<file path="config.mk">
export PLATFORM = sky130hd
export DESIGN_NAME = tvg_front
export DESIGN_NICKNAME = d
export VERILOG_FILES = /design/src/rtl/core/tvg_pkg.sv /design/src/rtl/core/tvg_front.sv
export SDC_FILE = /design/constraint.sdc
export NUM_CORES = 1
export LEC_CHECK = 0
export BUFFER_PORTS_ARGS = -buffer_cell sky130_fd_sc_hd__buf_2
export CAP_MARGIN = 20
export CORE_ASPECT_RATIO = 0.9
export CORE_UTILIZATION = 55
export DETAILED_ROUTE_END_ITERATION = 16
export GPL_ROUTABILITY_DRIVEN = 1
export GPL_TIMING_DRIVEN = 0
export PLACE_DENSITY = 0.82
export SLEW_MARGIN = 20
export SYNTH_ARGS = -nofsm -noshare
export SYNTH_HDL_FRONTEND = slang
export SYNTH_SLANG_ARGS = --single-unit
</file>
<file path="constraint.sdc">
create_clock -name vclk -period 7.9
set_input_delay 1.185 -clock vclk [all_inputs]
set_output_delay 1.185 -clock vclk [all_outputs]
set_load 0.005 [all_outputs]
</file>
<file path="src/rtl/core/tvg_pkg.sv">
// Shared types and constants of the torus vertex generator.
package tvg_pkg;

  // Register indexes of the configuration port
  localparam logic [7:0] REG_MAJOR_RADIUS  = 8'd0;
  localparam logic [7:0] REG_MINOR_RADIUS  = 8'd1;
  localparam logic [7:0] REG_MINOR_DENSITY = 8'd2;
  localparam logic [7:0] REG_MAJOR_DENSITY = 8'd3;

  localparam int ATAN_ENTRIES = 24;
  localparam int DIV_STAGES   = 32;

  // CORDIC gain, Q2.30
  localparam logic [31:0] CORDIC_GAIN = 32'd652032875;

  // atan(2^-i) in 2^-32 turn
  localparam logic [31:0] ATAN_TURN [ATAN_ENTRIES] = '{
    32'd536870912, 32'd316933406, 32'd167458907, 32'd85004756, 32'd42667331,
    32'd21354465, 32'd10680862, 32'd5340245, 32'd2670163, 32'd1335087,
    32'd667544, 32'd333772, 32'd166886, 32'd83443, 32'd41722, 32'd20861,
    32'd10430, 32'd5215, 32'd2608, 32'd1304, 32'd652, 32'd326, 32'd163, 32'd81
  };

  typedef struct packed {
    logic [9:0] ring_index;
    logic [9:0] point_index;
  } tvg_in_t;

  typedef struct packed {
    logic signed [31:0] pos_x;
    logic signed [31:0] pos_y;
    logic signed [31:0] pos_z;
    logic [19:0]        flat_index;
    logic               index_error;
  } tvg_out_t;

  // Live configuration, densities already limited
  typedef struct packed {
    logic [15:0] major_radius;
    logic [15:0] minor_radius;
    logic [10:0] minor_density;
    logic [10:0] major_density;
  } tvg_cfg_t;

  // Classified word handed from front to back
  typedef struct packed {
    logic [9:0]  ring_index;
    logic [9:0]  point_index;
    logic [19:0] flat_index;
    logic        index_error;
  } tvg_item_t;

endpackage

</file>
<file path="src/rtl/core/tvg_front.sv">
// Front end: accepts a word, checks indexes and forms the flat position.
module tvg_front (
  input  logic              start,
  input  logic              busy,
  input  tvg_pkg::tvg_in_t  item,
  input  tvg_pkg::tvg_cfg_t cfg,
  output logic              push,
  output tvg_pkg::tvg_item_t push_item
);
  import tvg_pkg::*;

  logic        err;
  logic [20:0] flat;

  assign push = start && !busy;

  // range check and flat position
  always_comb begin
    err  = ({1'b0, item.ring_index} >= cfg.major_density) ||
           ({1'b0, item.point_index} >= cfg.minor_density);
    flat = 21'(item.ring_index * cfg.minor_density) + 21'(item.point_index);
    push_item.ring_index  = item.ring_index;
    push_item.point_index = item.point_index;
    push_item.index_error = err;
    push_item.flat_index  = err ? 20'd0 : flat[19:0];
  end
endmodule

</file>
Word-level counts from Yosys, hierarchy flattened
Index checks and enable logic that the tools add are counted.

word-level totals
  output and inout bits = 42
  flip-flop bits (word level) = 0
  word-level logic and storage cells = 8

cells by class
  $mul = 1
  add/subtract/negate cells = 1
  mux-type cells = 1
  reduce and logical (&&, ||, !) cells = 3
  magnitude comparators = 2

operators by type and width
  cell                 number
  $ge A10 B11 Y1       2
  $add A20 B10 Y20     1
  $mul A10 B11 Y20     1
  $mux W20             1
  $logic_and A1 B1 Y1  1
  $logic_not A1 Y1     1
  $logic_or A1 B1 Y1   1

Depth between registers and ports, before layout
  depth after elaboration = 3
  gate-level depth with buffers = 19

Worst setup path after synthesis
No wires, ideal clock.

  kind = input-to-output
  from = input port item[13] (netlist bit)
  to = output port push_item[17] (netlist bit)
  required time = 6.715 ns
  stages on the path = 19
  path slack = 0.871 ns
  data arrival time = 5.844 ns
  cell sequence = clkbuf_1 -> nand2_1 -> fa_1 -> inv_1 -> fa_1 -> inv_1 -> fa_1 -> inv_1 -> fa_1 -> inv_1 -> fa_1 -> inv_1 -> ha_1 -> nor3_1 -> a211oi_1 -> a21oi_2 -> nor2b_1 -> mux2_4 -> nor3_1

RTL lines
  item             line            RTL
  start, declared  tvg_front.sv:5  input tvg_pkg::tvg_in_t item,
  end, declared    tvg_front.sv:8  output tvg_pkg::tvg_item_t push_item

==> reports/results.tsv <==
metric	value	unit
drt_iter0_drc	125	
cp-start-kind	input port	
yosys.area.top_type	fa_1	
final_core_util	0.643	
yosysSeqAreaShare	0	
synth.avg_cell_area	8.05	um2
drt-total-wl	10.8	mm
crit_arrival	6340	ps
grt_pass1_vias	4299	
hold_depth	3	
syn2layout_area_growth	10.9	%
num_vias	4107	
grt_pass1_wl	18.7	mm
final_hold_viol_count	0	
crit_type	input port to output pin	
fmax	133	MHz
synth_fp_nets	821	
antenna_found_initial	0	
rsz0062_at_grt	false	
ys_top_cells_by_area	fa_1 33%, ha_1 20%, inv_1 10%	
wl_per_cell	13.9	um
port_buffers	79	
final.clkbuf_count	0	
firstDrtPassIters	4	
n_antenna_cell	0	
yosysUniqueCellTypes	43	
design_area	5260	um2
cellPowerDensity	332	nW/um2
post-dp-hpwl	9.66	mm
fin_ws	372	ps
worst_hold_path_type	input port to output pin	
fin_tns_setup	0	ps
synth_top_area_share	0.334	
p_leak	2.98	nW
fin_crit	7530	ps
layout_commonest_cell	inv_1	
avgViaCountPerCell	5.31	
row_count	31	
worst_ir_drop_vdd	0.000250	V
required	6710	ps
layout_common_cells	132 x inv_1, 80 x buf_2, 79 x fa_1, 77 x ha_1, 64 x nand2_1	
io_pins	118	
setup_viol_count_final	0	
status	finished, final reports clean	
multi_input_area	3990	um2
cp-startpoint	item[16]	
timing.hold.ws	2580	ps
crit_path_end_kind	output pin	
die_w	99.9	um
grt_usage	0.255	
min_from	busy	
yosys_warnings	0	
core-area	8180	um2
max_slew_margin	0.645	
post_dp_cell_area	5280	um2
drv_cap	0	
start_util	0.579	
design.seq.count	0	
drc	0	
die_height	90.1	um
synth_area	4740	um2
grt_max_degree	12	
dp_slack	32.0	ps
grt_overflow	0	
min_period_over_period	0.953	
slew_viol_final	0	
num-fill-cells	748	
synthCells	589	
tightest_slew	533	ps
die-area	9000	um2
seq_area	0	um2
final_antenna_net_count	0	
nets	893	
place_congestion	0.875	
drive_above_1_share	0.179	
cp_max_fo	10	
cts_hold_buf	0	
==> cells by family (layout without fill, tap and decap cells) <==
group,Yosys count,in the layout,synth area share
adders and majority gates,156,156,0.537
xor gates and xnor gates,14,14,0.0259
buffers and inverters,177,247,0.160
AOI/OAI and AO/OA,72,72,0.0995
and+or+nand+nor,169,169,0.175
muxes,1,1,0.00317
==> per-layer routing <==
metal  share of wire  track usage  vias to the layer above  wire length, um
met1            0.38        0.300                     1999             4140
met3           0.057       0.0295                       28              617
met2            0.53        0.481                      143             5700
met4           0.030       0.0748                        0              325
met5               0            0                        -                0
li1                -            -                     1937                -
==> power breakdown <==
group / switching, W / total [W] / internal, W
Combinational: 0.000957 / 0.00175 / 0.000791
Sequential: 0 / 0 / 0
Clock: 0 / 0 / 0
==> worst max-delay path: stages <==
cell and delay, ps:
buf_2 120, clkbuf_2 260, nand2_1 130, fa_1 530, fa_1 510, inv_1 60, fa_1 520, fa_1 550
inv_1 50, fa_1 520, inv_1 40, ha_1 350, a21oi_1 280, o211ai_1 200, a21oi_2 250, nor2b_1 120
mux2_4 310, nor3_1 200, buf_2 150
==> path summary, 6_finish.rpt <==
| kind | end |
|---|---|
| worst max-delay path | push_item[17] |
| worst min-delay path | push |
==> metrics by stage <==
step                      total power, W  instances
final                            0.00175        774
after floorplan                  0.00127        589
after detailed placement         0.00174        783
after global placement           0.00168        783
after CTS                        0.00175        783
after global routing             0.00198        774
==> cell type report <==
type | count | area share
Tap cell | 115 | 0.0274
Buffer | 35 | 0.0445
Timing Repair Buffer | 79 | 0.0752
Inverter | 133 | 0.0949
Multi-Input combinational cell | 412 | 0.758
==> what timing repair did <==
action,4_1_cts,5_1_grt
gates resized for setup,0,14
setup endpoints to repair,0,1
hold endpoints to repair,0,0
setup buffers,0,0
==> synth_stat cells (3+ instances only) <==
cell / count
a31oi_1: 3
o211ai_1: 4
nor3_1: 9
o21ai_0: 17
xor2_1: 5
buf_4: 21
xnor2_1: 9
o21a_1: 3
nand2_1: 64
a21o_1: 5
a21oi_1: 17
clkbuf_1: 20
fa_1: 79
a211oi_1: 8
nor2_1: 30
and2_1: 49
inv_1: 132
ha_1: 77
nor2b_1: 3
Power figures use the tool's default switching activity.
