### src/rtl/core/tvg_pkg.sv
// Shared types and constants of the torus vertex generator.
package tvg_pkg;

  // Register indexes of the configuration port
  localparam logic [7:0] REG_MAJOR_RADIUS  = 8'd0;
  localparam logic [7:0] REG_MINOR_RADIUS  = 8'd1;
  localparam logic [7:0] REG_MINOR_DENSITY = 8'd2;
  localparam logic [7:0] REG_MAJOR_DENSITY = 8'd3;

  localparam int ATAN_ENTRIES = 24;
  localparam int DIV_STAGES   = 32;

  // CORDIC gain, Q2.30
  localparam logic [31:0] CORDIC_GAIN = 32'd652032875;

  // atan(2^-i) in 2^-32 turn
  localparam logic [31:0] ATAN_TURN [ATAN_ENTRIES] = '{
    32'd536870912, 32'd316933406, 32'd167458907, 32'd85004756, 32'd42667331,
    32'd21354465, 32'd10680862, 32'd5340245, 32'd2670163, 32'd1335087,
    32'd667544, 32'd333772, 32'd166886, 32'd83443, 32'd41722, 32'd20861,
    32'd10430, 32'd5215, 32'd2608, 32'd1304, 32'd652, 32'd326, 32'd163, 32'd81
  };

  typedef struct packed {
    logic [9:0] ring_index;
    logic [9:0] point_index;
  } tvg_in_t;

  typedef struct packed {
    logic signed [31:0] pos_x;
    logic signed [31:0] pos_y;
    logic signed [31:0] pos_z;
    logic [19:0]        flat_index;
    logic               index_error;
  } tvg_out_t;

  // Live configuration, densities already limited
  typedef struct packed {
    logic [15:0] major_radius;
    logic [15:0] minor_radius;
    logic [10:0] minor_density;
    logic [10:0] major_density;
  } tvg_cfg_t;

  // Classified word handed from front to back
  typedef struct packed {
    logic [9:0]  ring_index;
    logic [9:0]  point_index;
    logic [19:0] flat_index;
    logic        index_error;
  } tvg_item_t;

endpackage

### src/rtl/core/tvg_queue.sv
// Two-word queue between front and back.
module tvg_queue (
  input  logic               clk,
  input  logic               rst,
  input  logic               push,
  input  tvg_pkg::tvg_item_t push_item,
  input  logic               pop,
  output logic               full,
  output logic               not_empty,
  output tvg_pkg::tvg_item_t head
);
  import tvg_pkg::*;

  tvg_item_t  slot [2];
  logic       wptr, rptr;
  logic [1:0] count;

  assign full      = (count == 2'd2);
  assign not_empty = (count != 2'd0);
  assign head      = slot[rptr];

  always_ff @(posedge clk) begin
    if (push) slot[wptr] <= push_item;
  end

  // pointers and fill count
  always_ff @(posedge clk) begin
    if (rst) begin
      wptr  <= 1'b0;
      rptr  <= 1'b0;
      count <= 2'd0;
    end else begin
      if (push) wptr <= !wptr;
      if (pop)  rptr <= !rptr;
      count <= count + 2'(push) - 2'(pop);
    end
  end
endmodule

### config.mk
export PLATFORM = sky130hd
export DESIGN_NAME = tvg_queue
export DESIGN_NICKNAME = d
export VERILOG_FILES = /design/src/rtl/core/tvg_pkg.sv /design/src/rtl/core/tvg_queue.sv
export SDC_FILE = /design/constraint.sdc
export NUM_CORES = 1
export LEC_CHECK = 0
export ABC_AREA = 1
export BUFFER_PORTS_ARGS = -buffer_cell sky130_fd_sc_hd__buf_4
export CORE_MARGIN = 5
export CORE_UTILIZATION = 52
export CTS_BUF_LIST = sky130_fd_sc_hd__clkbuf_8
export DETAILED_ROUTE_END_ITERATION = 10
export PLACE_DENSITY = 0.79
export SYNTH_ARGS = -nofsm -noshare
export SYNTH_HDL_FRONTEND = slang
export SYNTH_SLANG_ARGS = --single-unit
### constraint.sdc
create_clock -name clk -period 6.6 [get_ports clk]
set_input_delay 0.99 -clock clk [delete_from_list [all_inputs] [get_ports clk]]
set_output_delay 0.99 -clock clk [all_outputs]
set_load 0.03 [all_outputs]
Yosys cells after proc, flatten, opt, wreduce, memory -nomap -nowiden
Memories as Yosys holds them, arrays and structs flattened. A register that Yosys moved wholly into a read port is not among the register bits.
Cells that the tools add are included.
Widths: inputs -> output; s select.
- flip-flop bits (word level): 4
- bits in writable memories: 82
- output and inout bits: 43
- word-level logic and storage cells: 14
- memories: 1
- add/sub/neg operators: 2
- eq/ne operators: 1
- multiplexer cells: 4
- reduce and logical (&&, ||, !) cells: 3
- memory list (name ; words ; bits a word ; read ports ; clocked after Yosys merged registers in ; wr ports ; RTL line ; source):
    slot ; 2 ; 41 ; 1 ; 1 ; 1 ; tvg_queue.sv:14 ; tvg_item_t slot [2];
- operator list (cell ; count):
    $mux 1 ; 4
    $add 2x1->2 ; 1
    $eq 2x2->1 const B ; 1
    $logic_not 1->1 ; 2
    $reduce_bool 2->1 ; 1
    $sub 2x1->2 ; 1

Logic depth before layout (Yosys ltp)
- depth in word-level cells: 3
- mapped depth: 7
- depth with buffers taken out: 7

Least setup slack after synthesis
No wires, ideal clock.
- path kind: input-to-reg
- from: input port push
- to: memory slot[0][0] in the netlist's numbering (enable)
- arrival: 2.755 ns
- required time: 6.160 ns
- path slack: 3.405 ns
- stages on the path: 2
- buffers on the path: 0
- cell sequence: inv_1 nor2_1
- word-level cells in the longest chain between the ends: 2
- RTL lines (item ; RTL line ; source):
    start, declared ; tvg_queue.sv:5 ; input logic push,
    $mux 1 ; tvg_queue.sv:23 ; if (push) slot[wptr] <= push_item;
    $mux 1 (not written as such) ; tvg_queue.sv:23 ;
    end, declared ; tvg_queue.sv:14 ;
Every way passes these cells.

==> run metrics <==
Flop pwr share=0.547; Setup TNS=0 ps; H-tree Lvls=3; Final ANT Viol Nets=0; Worst Max-Slew Pin Slew=1180 ps; Hold Fails Final Rpt=0; Initial Util=0.534; Final HPWL DP=3700 um; delay-heaviest family, CP=flip-flops; gr usage total=0.134; max incr delay on CP=680 ps; switching part of the total power=0.241; core area=6350 um^2; commonest non-fill, non-tap cell in the layout=buf_4; post-synthesis mux area share=0.181; Layout fillers=437; Multi-input gate area=713 um^2; power share of the combinational group=0.176; Post-Synth Simple-Gate Area=0.0162; P_int=905 uW; synth warn=0; Clk pwr share=0.277; Worst R2R Path Depth=1; Pleak=1.72 nW; Peak VDD IR=0.000150 V; Crit Path Class=reg2out; sequential cell area=2560 um^2; status=complete, no violations; HP Start=rptr; Worst EP arrival=between 2000 and 2500 ps; Pins Over Slew Limit=0; post_cts resized=0; Reg clk slew, reported paths=approximately 70 ps; initial antenna violation count=0; number of port buffers=87; setup slack, reg-to-reg=4930 ps; fraction of the mapped netlist area in compound gates=0.00148; Row Count=29; post-layout min period=slightly above 3000 ps; slowest cell on the critical path=dfxtp_2; Final Cycle Share=0.465; Post-Synthesis Cell Area=between 3000 and 4000 um^2; Die Area=~8200 um^2; Clock Path Buffers=2; Initial DRC Count=53; Max Fanout on Critical Path=25; post-CTS setup buffer count=0; worst hold path class=reg2reg; Adder-Cell Fraction of Synth Area=0.00738; XOR/XNOR Fraction of Synth Area=0.00258; hold_buf cts=0; Slew Limit Headroom=0.210; WL final=5310 um; Critical Path RT=5610 ps; worst r2r dst=slot[0][8]; clock latency on the worst-skew pair=330 ps; setup violators final=0; MaxCap Viol Count=0; Crit path buffers/inverters=2; DRC viols=0; Netlist cell types=14; Cells after Synth=159; crit-path most repeated cell=buf_4; vias=~1600; clock root buffer=clkbuf_8; Diodes inserted=0; commonest cells after routing, fill and taps aside=buf_4 (88), edfxtp_1 (82), mux2_4 (40); CTS tree=built; die width=90.7 um; layout cell share with drive strength beyond 1=0.560; Critical Path End Type=output port; hold path cells=2; RSZ-0062 raised after global routing=no; Vias/cell=4.76; Finished Cell Area=4240 um^2; synthesized area per cell=approximately 21 um^2; crit path cell chain=buf_4 -> mux2_2 -> buf_4; IO Pins=88; # nets final=300; routed wire length per instance=15.9 um; Net Sw Power=287 uW; f_max=326 MHz; final estimated routing congestion in global placement=0.683; total gr overflow=0; CTS buffer count=9; CTS Sinks=87; Area growth syn-to-layout=25.1%; router iterations before antenna repair=4; largest family of logic cells by synthesized area=multiplexers; PwrDens=281 nW/um^2; register bit total from synthesis=87; first-pass GRT wire length=8530 um; Levels on crit path=3; DP Area=between 4000 and 5000 um^2; Seq/Total Area, Yosys=0.756; r2r startpoint=wptr; vias in the first global route=1770; Setup Skew=4.46 ps; largest net degree at the start of global routing=43; Hold Crit Endpoint=rptr; die extent in y=90.7 um; CP startpoint kind=flop; Synthesized Nets=206
==> registers in the layout, summed over array words and instances (netlist names), named ones only <==
register  cells
wptr          1
rptr          1
count         2
slot         82
==> stage by stage <==
step	hold WS, ps	setup slack, ps	std cells	utilization	power [mW]
detailed placement	501	3860	319	0.640	0.877
global route	573	3400	334	0.668	1.24
finish	518	3530	334	0.668	1.19
global placement	497	3850	319	0.640	0.872
floorplan	480	3410	159	-	0.807
CTS	527	3480	334	0.668	1.21
==> tightest hold or removal path: stages, from the launching register on <==
cell     delay, ps
dfxtp_1        330
xnor2_1         80
nor2_1          70
==> layout make-up <==
class,instances,share of cell area
Clock buffer,9,0.0292
Tap cell,77,0.0227
Multi-Input combinational cell,59,0.168
Inverter,8,0.00708
Clock inverter,6,0.0127
Sequential cell,87,0.604
Timing Repair Buffer,88,0.156
==> Yosys cell counts <==
| cell type | number | area share |
|---|---|---|
| edfxtp_1 | 82 | 0.73 |
| mux2_4 | 40 | 0.18 |
| inv_1 | 8 | 0.0089 |
| nor2_1 | 7 | 0.0078 |
| dfxtp_1 | 5 | 0.030 |
| nand2_1 | 5 | 0.0055 |
| buf_12 | 4 | 0.024 |
| ha_1 | 2 | 0.0074 |
| a21oi_1 | 1 | 0.0015 |
| buf_6 | 1 | 0.0033 |
| mux2_2 | 1 | 0.0033 |
| nand3_1 | 1 | 0.0015 |
| nor3_1 | 1 | 0.0015 |
| xnor2_1 | 1 | 0.0026 |
==> worst max-delay path by stage <==
stage	startpoint	end	slack (ps)
floorplan	push	slot[0][0]	3410
global placement	flop	head[40]	3850
detailed placement	flop	head[40]	3860
CTS	flop	head[40]	3480
global route	flop	head[40]	3400
finish	flop	head[40]	3530
==> logic make-up after synthesis <==
family,Yosys count
adders and majority gates,2
DFF,87
AOI/OAI and AO/OA,1
xor gates and xnor gates,1
muxes,41
and+or+nand+nor,14
buffers and inverters,13
==> metal layers <==
metal / track usage / wire length [um] / vias to the layer above / part of all wire
li1: - / - / 785 / -
met3: 0.0458 / 357 / 8 / 0.067
met4: 0.0670 / 76 / 0 / 0.014
met2: 0.230 / 2840 / 46 / 0.54
met5: 0 / 0 / - / 0
met1: 0.147 / 2030 / 752 / 0.38
==> power groups by stage <==
| stage | combinational [mW] | sequential (mW) | clock (mW) |
|---|---|---|---|
| floorplan | 0.151 | 0.657 | 0 |
| global placement | 0.210 | 0.663 | 0 |
| global route | 0.223 | 0.655 | 0.367 |
| detailed placement | 0.213 | 0.664 | 0 |
| CTS | 0.213 | 0.652 | 0.342 |
| finish | 0.210 | 0.651 | 0.331 |
(Power assumes the default switching activity.)
